[src/sv/line_framer_with_line_queue_macros.svh]
// assertion macros used by the line framer controller rtl
`ifndef LINE_FRAMER_WITH_LINE_QUEUE_MACROS_SVH
`define LINE_FRAMER_WITH_LINE_QUEUE_MACROS_SVH

// same-cycle implication, checked outside reset
`define LFQ_ASSERT_NOW(label, clk, rst, ante, cons, msg) \
   label: assert property (@(posedge clk) disable iff (rst) (ante) |-> (cons)) \
      else $error(msg);

// next-cycle implication, checked outside reset
`define LFQ_ASSERT_NEXT(label, clk, rst, ante, cons, msg) \
   label: assert property (@(posedge clk) disable iff (rst) (ante) |=> (cons)) \
      else $error(msg);

`endif

[src/sv/lfq_pkg.sv]
package lfq_pkg;

   // line terminators
   localparam logic [7:0] CH_LF = 8'h0A;
   localparam logic [7:0] CH_CR = 8'h0D;

   // operation codes
   localparam logic OP_RX   = 1'b0;
   localparam logic OP_READ = 1'b1;

   // input transaction
   typedef struct packed {
      logic       op;
      logic [7:0] rx_byte;
   } req_type;

   // result transaction
   typedef struct packed {
      logic       char_valid;
      logic [7:0] out_char;
      logic       last_of_line;
      logic       queue_empty;
      logic       line_completed;
      logic       oldest_dropped;
      logic       line_overflow;
   } rsp_type;

   // controller states
   typedef enum logic {
      ST_IDLE,
      ST_FETCH
   } ctrl_state_type;

endpackage

[src/sv/lfq_ctrl.sv]
`include "line_framer_with_line_queue_macros.svh"

module lfq_ctrl
   import lfq_pkg::*;
   #(
   parameter int QUEUE_DEPTH = 32,
   parameter int LINE_BYTES  = 128
   )
   (
   input  logic                                       clock,
   input  logic                                       reset,
   input  logic                                       req_valid,
   input  req_type                                    req,
   output logic                                       req_stall,
   input  logic                                       out_free,
   output logic                                       res_load,
   output rsp_type                                    res,
   output logic                                       store_wr_en,
   output logic [$clog2(QUEUE_DEPTH*LINE_BYTES)-1:0]  store_wr_addr,
   output logic [7:0]                                 store_wr_data,
   output logic [$clog2(QUEUE_DEPTH*LINE_BYTES)-1:0]  store_rd_addr,
   input  logic [7:0]                                 store_rd_data,
   output logic                                       len_wr_en,
   output logic [$clog2(QUEUE_DEPTH)-1:0]             len_wr_addr,
   output logic [$clog2(LINE_BYTES)-1:0]              len_wr_data,
   output logic [$clog2(QUEUE_DEPTH)-1:0]             len_rd_addr,
   input  logic [$clog2(LINE_BYTES)-1:0]              len_rd_data
   );

   localparam int SLOT_W = $clog2(QUEUE_DEPTH);
   localparam int CNT_W  = $clog2(LINE_BYTES);
   localparam int ADDR_W = $clog2(QUEUE_DEPTH * LINE_BYTES);

   ctrl_state_type    state_ff, state_in;
   logic [SLOT_W-1:0] head_ff, head_in;
   logic [SLOT_W-1:0] tail_ff, tail_in;
   logic [CNT_W-1:0]  partial_ff, partial_in;
   logic [CNT_W-1:0]  offset_ff, offset_in;

   logic              accept;
   logic              is_term;
   logic              queue_empty;
   logic [SLOT_W-1:0] tail_next;
   logic [CNT_W:0]    offset_inc;

   // circular slot advance
   function automatic logic [SLOT_W-1:0] next_slot(input logic [SLOT_W-1:0] slot);
      logic [SLOT_W-1:0] nxt;
      if (slot == SLOT_W'(QUEUE_DEPTH - 1)) begin
         nxt = '0;
      end else begin
         nxt = slot + 1'b1;
      end
      return nxt;
   endfunction

   // byte address of a character within a slot
   function automatic logic [ADDR_W-1:0] store_addr(input logic [SLOT_W-1:0] slot,
                                                   input logic [CNT_W-1:0]  off);
      return ADDR_W'(slot) * ADDR_W'(LINE_BYTES) + ADDR_W'(off);
   endfunction

   // handshake and shared decode
   assign req_stall   = (state_ff != ST_IDLE) || !out_free;
   assign accept      = req_valid && !req_stall;
   assign is_term     = (req.rx_byte == CH_LF) || (req.rx_byte == CH_CR);
   assign queue_empty = (head_ff == tail_ff);
   assign tail_next   = next_slot(tail_ff);
   assign offset_inc  = (CNT_W+1)'(offset_ff) + (CNT_W+1)'(1);

   // next state
   always_comb begin
      state_in = state_ff;
      case (state_ff)
         ST_IDLE: begin
            if (accept && (req.op == OP_READ) && !queue_empty) begin
               state_in = ST_FETCH;
            end
         end
         ST_FETCH: begin
            state_in = ST_IDLE;
         end
         default: begin
            state_in = ST_IDLE;
         end
      endcase
   end

   // datapath, memory ports and result
   always_comb begin
      head_in       = head_ff;
      tail_in       = tail_ff;
      partial_in    = partial_ff;
      offset_in     = offset_ff;
      res_load      = 1'b0;
      res           = '0;
      store_wr_en   = 1'b0;
      store_wr_addr = store_addr(tail_ff, partial_ff);
      store_wr_data = req.rx_byte;
      store_rd_addr = store_addr(head_ff, offset_ff);
      len_wr_en     = 1'b0;
      len_wr_addr   = tail_ff;
      len_wr_data   = partial_ff;
      len_rd_addr   = head_ff;
      case (state_ff)
         ST_IDLE: begin
            if (accept && (req.op == OP_RX)) begin
               res_load = 1'b1;
               if (is_term) begin
                  // close a non-empty partial line into the queue
                  if (partial_ff != '0) begin
                     len_wr_en          = 1'b1;
                     res.line_completed = 1'b1;
                     tail_in            = tail_next;
                     partial_in         = '0;
                     if (tail_next == head_ff) begin
                        head_in            = next_slot(head_ff);
                        offset_in          = '0;
                        res.oldest_dropped = 1'b1;
                     end
                  end
               end else if (partial_ff < CNT_W'(LINE_BYTES - 1)) begin
                  store_wr_en = 1'b1;
                  partial_in  = partial_ff + 1'b1;
               end else begin
                  // too long: discard the partial line
                  partial_in        = '0;
                  res.line_overflow = 1'b1;
               end
            end else if (accept && queue_empty) begin
               res_load        = 1'b1;
               res.queue_empty = 1'b1;
            end
         end
         ST_FETCH: begin
            // memory data for the read issued last cycle
            res_load       = 1'b1;
            res.char_valid = 1'b1;
            res.out_char   = store_rd_data;
            if (offset_inc >= (CNT_W+1)'(len_rd_data)) begin
               res.last_of_line = 1'b1;
               head_in          = next_slot(head_ff);
               offset_in        = '0;
            end else begin
               offset_in = offset_inc[CNT_W-1:0];
            end
         end
         default: begin
         end
      endcase
   end

   // control registers
   always_ff @(posedge clock) begin
      if (reset) begin
         state_ff   <= ST_IDLE;
         head_ff    <= '0;
         tail_ff    <= '0;
         partial_ff <= '0;
         offset_ff  <= '0;
      end else begin
         state_ff   <= state_in;
         head_ff    <= head_in;
         tail_ff    <= tail_in;
         partial_ff <= partial_in;
         offset_ff  <= offset_in;
      end
   end

   `LFQ_ASSERT_NOW(a_fetch_has_room, clock, reset, (state_ff == ST_FETCH), out_free, "fetch with output occupied")
   `LFQ_ASSERT_NOW(a_fetch_gives_char, clock, reset, (state_ff == ST_FETCH), (res_load && res.char_valid), "fetch without character")
   `LFQ_ASSERT_NEXT(a_fetch_one_cycle, clock, reset, (state_ff == ST_FETCH), (state_ff == ST_IDLE), "fetch did not return to idle")
   `LFQ_ASSERT_NOW(a_empty_consistent, clock, reset, (res_load && res.queue_empty), (head_ff == tail_ff), "empty reported with lines queued")
   `LFQ_ASSERT_NOW(a_one_flag, clock, reset, res_load, $onehot0({res.char_valid, res.queue_empty, res.line_completed, res.line_overflow}), "conflicting result flags")
   `LFQ_ASSERT_NOW(a_partial_bound, clock, reset, 1'b1, (partial_ff <= CNT_W'(LINE_BYTES - 1)), "partial line past limit")

endmodule

[config.mk]
export PLATFORM = sky130hd
export DESIGN_NAME = lfq_ctrl
export DESIGN_NICKNAME = d
export VERILOG_FILES = /design/src/sv/lfq_pkg.sv /design/src/sv/lfq_ctrl.sv
export VERILOG_INCLUDE_DIRS = /design/src /design/src/sv
export SDC_FILE = /design/constraint.sdc
export NUM_CORES = 1
export LEC_CHECK = 0
export BUFFER_PORTS_ARGS = -buffer_cell sky130_fd_sc_hd__buf_2
export CAP_MARGIN = 20
export CORE_MARGIN = 5
export CORE_UTILIZATION = 51
export DETAILED_ROUTE_END_ITERATION = 8
export PLACE_DENSITY = 0.86
export SYNTH_ARGS = -nofsm -noshare
export SYNTH_HDL_FRONTEND = slang
export SYNTH_SLANG_ARGS = --single-unit
[constraint.sdc]
create_clock -name clock -period 8.4 [get_ports clock]
set_clock_uncertainty 0.1 [all_clocks]
set_input_delay 1.68 -clock clock [delete_from_list [all_inputs] [get_ports clock]]
set_output_delay 1.68 -clock clock [all_outputs]
set_load 0.1 [all_outputs]
==> flow_summary.toml, run 1 <==
[status]
status = "finished clean"

[drt]
drc = 0
wirelength_mm = 4.98
viasPerCell = 5.40
avgRoutedWirePerCell_microns = 13.3
ant_nets = 0
routed-via-count = 2021
drtIter0Drc = 139
first_pass_iters = 4

[sta]
setup_violations = 0
fin_crit_ns = 5.66
tightest_slew_ns = 0.967
min_period_over_period = 0.673
rsz0062_at_grt = "false"
slew_viol_final = 0
max-slew-margin-rel = 0.353
whs_ns = 0.434
fin_setup_tns_ns = 0
fmax_mhz = 177
hold_violations = 0
timing.final.ws_setup_ns = 2.74

[setup_path]
arrival_ns = 3.88
start_kind = "primary input"
r2r-start = "offset_ff[0]"
worstPathMaxFanout = 17
worstPathRequired_ns = 6.62
crit_start = "len_rd_data[6]"
cp-end-kind = "output pin"
path_class = "primary input to output pin"

[yosys]
async_reset_ff_frac = 0
avgSynthCellArea_sq_um = 7.89
synth_edf_count = 0
synth_seq_cells = 25
synthAdderAreaFrac = 0.0847
synthTopCellsByCount = "buf_4 (27), dfxtp_1 (25), nor2_1 (22), a21oi_1 (19), nand3_1 (16)"
netlist_area_sq_mm = 0.00207
synth_area_leaders = "dfxtp_1 (24%), buf_4 (9.8%), ha_1 (8.5%), a21oi_1 (4.6%), nor2_1 (4.0%)"
synth_ff_type = "dfxtp_1"
yosys.area.top_type = "dfxtp_1"
syn-instance-count = 262
synth_mux_area_frac = 0.0194
syn_nets = 304
yosysTopAreaCellShare = 0.242
synth_compound_area_frac = 0.160
yosysMostFrequentCell = "buf_4"
synth_xor_area_frac = 0.0460
ys_types = 47
yosys.area_share.simple = 0.302
synth_top_family_by_area = "simple AND/OR/NAND/NOR gates"
ys.warnings.count = 0
ys_seq_area_frac = 0.242

[clock_network]
clock_path_buffers = 2
cts_root_buffer = "clkbuf_8"
path_clk_slew_ns = 0.09
clock_sinks = 25
tritoncts.num_buffers = 3
cts_tree = "yes"
hold_buffers = 0
cts_max_level = 1
clock_latency_ns = 0.27
post_cts_buffers = 0
cts.repair.resized = 0

[placed_design]
place.gp.congestion = 0.841
placed_cells = 370
io_buffers = 94
hpwl_mm = 3.88
dpl_worst_slack_ns = 2.75

[job]
cap_violations = 0

[pwr]
power.density_mw_per_mm2 = 100
p_leak_nw = 1.28
peakVddDrop_v = 0.0000462

[layout]
fin_util = 0.604
synthToLayoutAreaGrowth_pct = 16.0
finalNonFillerCells = 374
num-nets-final = 367
nFillCells = 369
final_layout_size_suffix_gt1_frac = 0.340
antenna_cells = 0

[hold_path]
hold_path_startpoint = "len_wr_data[6]"
hold_class = "register to register"

[floorplan]
core_area_sq_mm = 0.00397
die_h_microns = 73.7
dieWidth_microns = 73.7
io_pins = 95
start_util = 0.521
fp.dieArea_sq_mm = 0.00543
rows = 23

[grt]
grt_pass1_vias = 1863
grt-ovfl-total = 0
gr-usage-all-layers = 0.184
grt_max_degree = 27
grt_antenna_before_repair = 0
grt_pass1_wl_mm = 8.10
-- metal layers --
metal,up-vias,GRT usage,part of all wire
met4,0,0.0463,0.0072
met1,927,0.221,0.43
met5,-,0,0
met2,64,0.330,0.49
li1,1026,-,-
met3,4,0.0356,0.075
-- cell type report --
class                      count  area (sq um)  area share
multi-input combinational    188          1270       0.528
sequential                    25           500       0.209
timing repair buffer          94           470       0.196
tap                           50          62.6      0.0261
inverter                      13          48.8      0.0203
clock buffer                   3          41.3      0.0172
clock inverter                 1          7.51     0.00313
-- worst paths after layout --
path | end | cells after the start | slack, ns
worst min register to register | len_wr_data[6] | 2 | 0.43
worst max register to register | offset_ff[2] | 11 | 4.96
worst max-delay path | res[4] | 9 | 2.74
worst min-delay path | len_wr_data[6] | 2 | 0.43
-- stage by stage --
step                instance area (sq um)  power [W]
floorplan                            2070   0.000160
global placement                     2350   0.000168
detailed placement                   2350   0.000169
CTS                                  2400   0.000242
global route                         2400   0.000250
finish                               2400   0.000240
-- placed cells by master, fill, tap and decap left out, drive strengths merged, types with 2 or more instances in the layout --
| cell | n |
|---|---|
| nand3 | 16 |
| o21ai | 12 |
| o21a | 2 |
| a22oi | 2 |
| a31oi | 3 |
| clkbuf | 3 |
| a211oi | 2 |
| nand2b | 4 |
| buf | 94 |
| or3b | 2 |
| or4 | 4 |
| or2 | 5 |
| and3 | 6 |
| ha | 14 |
| inv | 12 |
| o31ai | 3 |
| dfxtp | 25 |
| a21oi | 19 |
| mux2i | 4 |
| and2 | 11 |
| nor4 | 5 |
| xor2 | 4 |
| nand3b | 2 |
| xnor2 | 6 |
| or3 | 2 |
| nor2b | 6 |
| nand2 | 10 |
| nand4 | 5 |
| nor3b | 2 |
| nor2 | 22 |
| nor3 | 6 |
-- logic make-up (layout without fill, tap and decap cells) --
| logic type | Yosys count | after routing |
|---|---|---|
| AND/OR/NAND/NOR | 111 | 111 |
| AO/OA/AOI/OAI | 49 | 49 |
| multiplexers | 4 | 4 |
| adder cells (fa/ha/maj) | 14 | 14 |
| XOR/XNOR | 10 | 10 |
| buffers and inverters | 49 | 111 |
| flip-flops | 25 | 25 |
-- state kept, by name, indices dropped and copies added, names as in the netlist --
signal       cells
len_rd_addr      5
len_wr_addr      5
state_ff         1
len_wr_data      7
offset_ff        7
-- worst max-delay path, stage by stage --
cell	delay [ns]
buf_2	0.07
inv_1	0.03
ha_1	0.33
a21oi_1	0.19
nand3_1	0.09
a311o_1	0.34
nor2_1	0.74
nor2_1	0.07
buf_2	0.33
-- power by group --
part / switching (W) / leakage (nW) / internal [W]
Combinational: 0.0000370 / 1.05 / 0.00000972
Sequential: 0.000000405 / 0.201 / 0.000119
Clock: 0.0000405 / 0.0217 / 0.0000337
Total: 0.0000780 / 1.28 / 0.000162
No activity file was read; power rests on OpenSTA's default activity.
==> run 2: changes to the inputs <==
--- a/config.mk
+++ b/config.mk
@@ -6,12 +6,13 @@
 export SDC_FILE = /design/constraint.sdc
 export NUM_CORES = 1
 export LEC_CHECK = 0
+export ABC_AREA = 1
 export BUFFER_PORTS_ARGS = -buffer_cell sky130_fd_sc_hd__buf_2
 export CAP_MARGIN = 20
 export CORE_MARGIN = 5
-export CORE_UTILIZATION = 51
+export CORE_UTILIZATION = 43
 export DETAILED_ROUTE_END_ITERATION = 8
-export PLACE_DENSITY = 0.86
+export PLACE_DENSITY = 0.77
 export SYNTH_ARGS = -nofsm -noshare
 export SYNTH_HDL_FRONTEND = slang
 export SYNTH_SLANG_ARGS = --single-unit
==> constraint.sdc (replaced) <==
create_clock -name clock -period 5.1 [get_ports clock]
set_clock_uncertainty 0.1 [all_clocks]
set_input_delay 1.02 -clock clock [delete_from_list [all_inputs] [get_ports clock]]
set_output_delay 1.02 -clock clock [all_outputs]
set_load 0.1 [all_outputs]
==> run 2 against run 1 <==
First-iteration DRC count decreased by 42%. Hold slack got worse by 0.031 ns. Non-clock buffer count unchanged. Setup slack got worse by 1.5 ns. Largest power group unchanged.
==> flow_summary.toml, run 2 <==
[status]
status = "finished clean"

[yosys]
ys_types = 32
async_reset_ff_frac = 0
synth_edf_count = 0
yosys.area.top_type = "dfxtp_1"
ys.warnings.count = 0
synth_ff_type = "dfxtp_1"
ys_seq_area_frac = 0.244
yosysTopAreaCellShare = 0.244
synth_seq_cells = 25
synthTopCellsByCount = "nand2_1 (57), inv_1 (46), nor2_1 (33), buf_4 (27), dfxtp_1 (25)"
avgSynthCellArea_sq_um = 6.75
syn-instance-count = 304
netlist_area_sq_mm = 0.00205
yosysMostFrequentCell = "nand2_1"
syn_nets = 346
synth_area_leaders = "dfxtp_1 (24%), nand2_1 (10%), buf_4 (9.9%), ha_1 (8.5%), inv_1 (8.4%)"

[drt]
viasPerCell = 4.80
wirelength_mm = 4.80
ant_nets = 0
drc = 0
avgRoutedWirePerCell_microns = 11.3
drtIter0Drc = 80
routed-via-count = 2046
first_pass_iters = 4

[layout]
antenna_cells = 0
final_layout_size_suffix_gt1_frac = 0.312
finalNonFillerCells = 426
final_cell_mix = "buf_2 (94), nand2_1 (57), inv_1 (46)"
num-nets-final = 415
fin_util = 0.517
synthToLayoutAreaGrowth_pct = 18.2
final_common_cell = "buf_2"

[sta]
fin_crit_ns = 3.86
hold_violations = 0
min_period_over_period = 0.758
whs_ns = 0.404
fin_setup_tns_ns = 0
slew_viol_final = 0
rsz0062_at_grt = "false"
fmax_mhz = 259
tightest_slew_ns = 0.522
setup_violations = 0
max-slew-margin-rel = 0.652

[hold_path]
hold_end = "offset_ff[1]"
hold_class = "register to register"
hold_path_startpoint = "offset_ff[1]"
hold_path_depth = 2

[pwr]
p_leak_nw = 1.43
power.density_mw_per_mm2 = 163
peakVddDrop_v = 0.000104

[clock_network]
post_cts_buffers = 0
path_clk_slew_ns = 0.09
clock_sinks = 25
cts_root_buffer = "clkbuf_8"
tritoncts.num_buffers = 3
clock_latency_ns = 0.26
cts_tree = "yes"
cts_max_level = 1
hold_buffers = 0
clock_path_buffers = 2
cts.repair.resized = 0

[grt]
grt_max_degree = 14
grt_pass1_wl_mm = 8.36
grt_antenna_before_repair = 0
gr-usage-all-layers = 0.158
grt_pass1_vias = 2005
grt-ovfl-total = 0

[placed_design]
placed_cells = 422
hpwl_mm = 3.95
io_buffers = 94
place.gp.congestion = 0.809

[setup_path]
ff2ff_path_depth = 12
ff2ff_setup_slack_ns = 2.63
cp-end-kind = "output pin"
r2r-start = "offset_ff[0]"
path_class = "register to output pin"
arrival_ns = 2.74
r2r-end = "offset_ff[2]"
worstPathRequired_ns = 3.98
start_kind = "register"
worstPathMaxFanout = 5

[floorplan]
fp.dieArea_sq_mm = 0.00625
rows = 25
die_h_microns = 79.1
core_area_sq_mm = 0.00469
dieWidth_microns = 79.1
start_util = 0.437
io_pins = 95

[job]
cap_violations = 0
==> run 2: changes by cell type in the layout (fill, tap and decap cells not counted), sizes merged, moves of 5 or more <==
cell and change:
nor2b -6, and2 -11, nor2 +17, and3 -5, inv +37, xor2 +5
nand2 +50
==> run 2: metrics by stage <==
stage / instance area [sq um] / setup slack [ns] / total power, W
after floorplan: 2060 / 0.0571 / 0.000269
final: 2430 / 1.24 / 0.000395
after detailed placement: 2380 / 1.39 / 0.000285
after global placement: 2380 / 1.45 / 0.000284
after global routing: 2430 / 0.998 / 0.000415
after CTS: 2430 / 1.23 / 0.000400
==> run 2: layout make-up <==
class	count	area [sq um]
clock buffer	4	45.0
inverter	50	189
multi-input combinational	199	1150
tap	54	67.6
fill	466	2270
timing repair buffer	94	470
sequential	25	500
==> run 2: worst max-delay path by stage <==
stage,start,to,cells after the start
floorplan,offset_ff[0],res[4],10
global placement,len_rd_data[5],res[4],11
detailed placement,len_rd_data[1],res[4],12
CTS,offset_ff[0],res[4],11
global route,offset_ff[0],res[4],11
finish,offset_ff[0],res[4],11
==> run 2: where the power goes <==
| part | total, W | switching, W | internal, W |
|---|---|---|---|
| Clock | 0.000115 | 0.0000597 | 0.0000557 |
| Sequential | 0.000196 | 0.000000873 | 0.000196 |
| Combinational | 0.0000833 | 0.0000655 | 0.0000178 |
| Total | 0.000395 | 0.000126 | 0.000269 |
==> run 2: cell families (layout without fill, tap and decap cells) <==
family                   after synthesis  in the layout  synth area share
AO/OA/AOI/OAI                         39             39             0.102
XOR/XNOR                              14             14            0.0598
adder cells (fa/ha/maj)               14             14            0.0854
buffers and inverters                 80            148             0.197
flip-flops                            25             25             0.244
AND/OR/NAND/NOR                      132            132             0.312
==> run 2: layer usage <==
metal | share of wire | wire length, microns | vias up | track usage
li1 | - | - | 1074 | -
met1 | 0.44 | 2120 | 911 | 0.191
met2 | 0.49 | 2350 | 59 | 0.293
met3 | 0.064 | 305 | 2 | 0.0295
met4 | 0.0040 | 19 | 0 | 0.0258
met5 | 0 | 0 | - | 0
==> run 2: critical path, cell delays in order, from the launching register on <==
cell and delay (ns):
dfxtp_1 0.41, ha_1 0.21, nand3_1 0.13, nand3b_1 0.19, xnor2_1 0.16, ha_1 0.30
nand3_1 0.10, or2_2 0.32, nand2_1 0.08, inv_1 0.05, nor2_1 0.09, buf_2 0.44
==> run 3: changes to the inputs <==
--- a/config.mk
+++ b/config.mk
@@ -10,9 +10,9 @@
 export BUFFER_PORTS_ARGS = -buffer_cell sky130_fd_sc_hd__buf_2
 export CAP_MARGIN = 20
 export CORE_MARGIN = 5
-export CORE_UTILIZATION = 43
+export CORE_UTILIZATION = 47
 export DETAILED_ROUTE_END_ITERATION = 8
-export PLACE_DENSITY = 0.77
+export PLACE_DENSITY = 0.8
 export SYNTH_ARGS = -nofsm -noshare
 export SYNTH_HDL_FRONTEND = slang
 export SYNTH_SLANG_ARGS = --single-unit
==> constraint.sdc (replaced) <==
create_clock -name clock -period 3.9 [get_ports clock]
set_clock_uncertainty 0.1 [all_clocks]
set_input_delay 0.78 -clock clock [delete_from_list [all_inputs] [get_ports clock]]
set_output_delay 0.78 -clock clock [all_outputs]
set_load 0.1 [all_outputs]
==> run 3 against run 2 <==
Power up 32%. Sequential cell count did not move. Register-to-register slack got worse by 1.1 ns. Largest power group unchanged. Highest routed layer unchanged. Setup slack got worse by 0.85 ns.
==> flow_summary.toml, run 3 (synthesis results as in run 2) <==
[layout]
final_layout_size_suffix_gt1_frac = 0.323
num-nets-final = 415
final_common_cell = "buf_2"
synthToLayoutAreaGrowth_pct = 18.8
final_cell_mix = "buf_2 (94), nand2_1 (57), inv_1 (46)"
fin_util = 0.568
final_area_sq_mm = 0.00244
antenna_cells = 0

[setup_path]
critPathTopFamily = "simple AND/OR/NAND/NOR gates"
path_buf_inv = 2
crit_chain = "ha_1, nand3_1, nand3b_1, xnor2_1, ha_1, nand3_1, or2_2, nand2_1, inv_1, nor2_4, buf_2"
arrival_ns = 2.64
max_stage_delay_ns = 0.42
worstPathMaxFanout = 5
slowest_stage = "buf_2"
path_class = "register to output pin"
cp-end-kind = "output pin"
worstPathRequired_ns = 3.02
start_kind = "register"

[grt]
grt_antenna_before_repair = 0
grt_pass1_vias = 1814
grt-ovfl-total = 0
grt_max_degree = 14
gr-usage-all-layers = 0.165
grt_pass1_wl_mm = 8.27

[clock_network]
clock_path_buffers = 2
clock_sinks = 25
cts.repair.resized = 0
tritoncts.num_buffers = 3
cts_tree = "yes"
path_clk_slew_ns = 0.09
clock_latency_ns = 0.27
cts_max_level = 1
cts_root_buffer = "clkbuf_8"
post_cts_buffers = 0
hold_buffers = 0

[placed_design]
dpl_worst_slack_ns = 0.663
hpwl_mm = 3.89
place.gp.congestion = 0.884
place_area_sq_mm = 0.00239
io_buffers = 94

[floorplan]
io_pins = 95
dieWidth_microns = 76.1
start_util = 0.478
core_area_sq_mm = 0.00429
die_h_microns = 76.1
fp.dieArea_sq_mm = 0.00579
rows = 24

[status]
status = "finished clean"

[hold_path]
hold_class = "register to register"

[sta]
slew_viol_final = 0
fmax_mhz = 284
tightest_slew_ns = 0.545
hold_violations = 0
setup_violations = 0
min_period_over_period = 0.902
rsz0062_at_grt = "false"
max-slew-margin-rel = 0.636
fin_crit_ns = 3.52
timing.final.ws_setup_ns = 0.380

[drt]
first_pass_iters = 4
drtIter0Drc = 109
routed-via-count = 2017
wirelength_mm = 4.81
viasPerCell = 4.76
avgRoutedWirePerCell_microns = 11.3
drc = 0
ant_nets = 0

[pwr]
p_leak_nw = 1.43
peakVddDrop_v = 0.000136
power.density_mw_per_mm2 = 215

[job]
cap_violations = 0
-- run 3: stage by stage --
stage | instances | setup TNS [ns] | power [W] | hold WS, ns
global placement | 420 | 0 | 0.000372 | 0.371
CTS | 424 | 0 | 0.000528 | 0.392
finish | 424 | 0 | 0.000523 | 0.389
detailed placement | 420 | 0 | 0.000373 | 0.379
floorplan | 304 | -0.182 | 0.000352 | 0.556
global route | 424 | 0 | 0.000543 | 0.443
-- run 3: worst paths after layout --
path / startpoint / endpoint / slack (ns) / cells after the start
worst max-delay path: offset_ff[0] / res[4] / 0.38 / 11
worst min-delay path: offset_ff[1] / offset_ff[1] / 0.39 / 2
worst max register to register: offset_ff[0] / offset_ff[1] / 1.54 / 12
worst min register to register: offset_ff[1] / offset_ff[1] / 0.39 / 2
-- run 3: layout make-up --
class | instances | area [sq um]
multi-input combinational | 199 | 1170
inverter | 50 | 189
tap | 52 | 65.1
timing repair buffer | 94 | 470
fill | 398 | 1860
sequential | 25 | 503
clock buffer | 4 | 45.0
-- run 3: layer usage --
metal,routed length [microns],part of all wire,GRT usage
met5,0,0,0
met4,61,0.013,0.0524
met3,331,0.069,0.0343
met2,2300,0.48,0.270
met1,2110,0.44,0.215
-- run 3: worst register-to-register path, delay by kind of cell (launching register included) --
kind / cells / cell delay, ns
AO/OA/AOI/OAI: 2 / 0.28
XOR/XNOR: 1 / 0.20
adder cells (fa/ha/maj): 2 / 0.47
buffers and inverters: 2 / 0.22
flip-flops: 1 / 0.38
AND/OR/NAND/NOR: 5 / 0.66
-- run 3: where the power goes --
| part | switching (W) | internal, W |
|---|---|---|
| sequential | 0.00000125 | 0.000256 |
| combinational | 0.0000858 | 0.0000233 |
| clock | 0.0000840 | 0.0000731 |
| total | 0.000171 | 0.000352 |
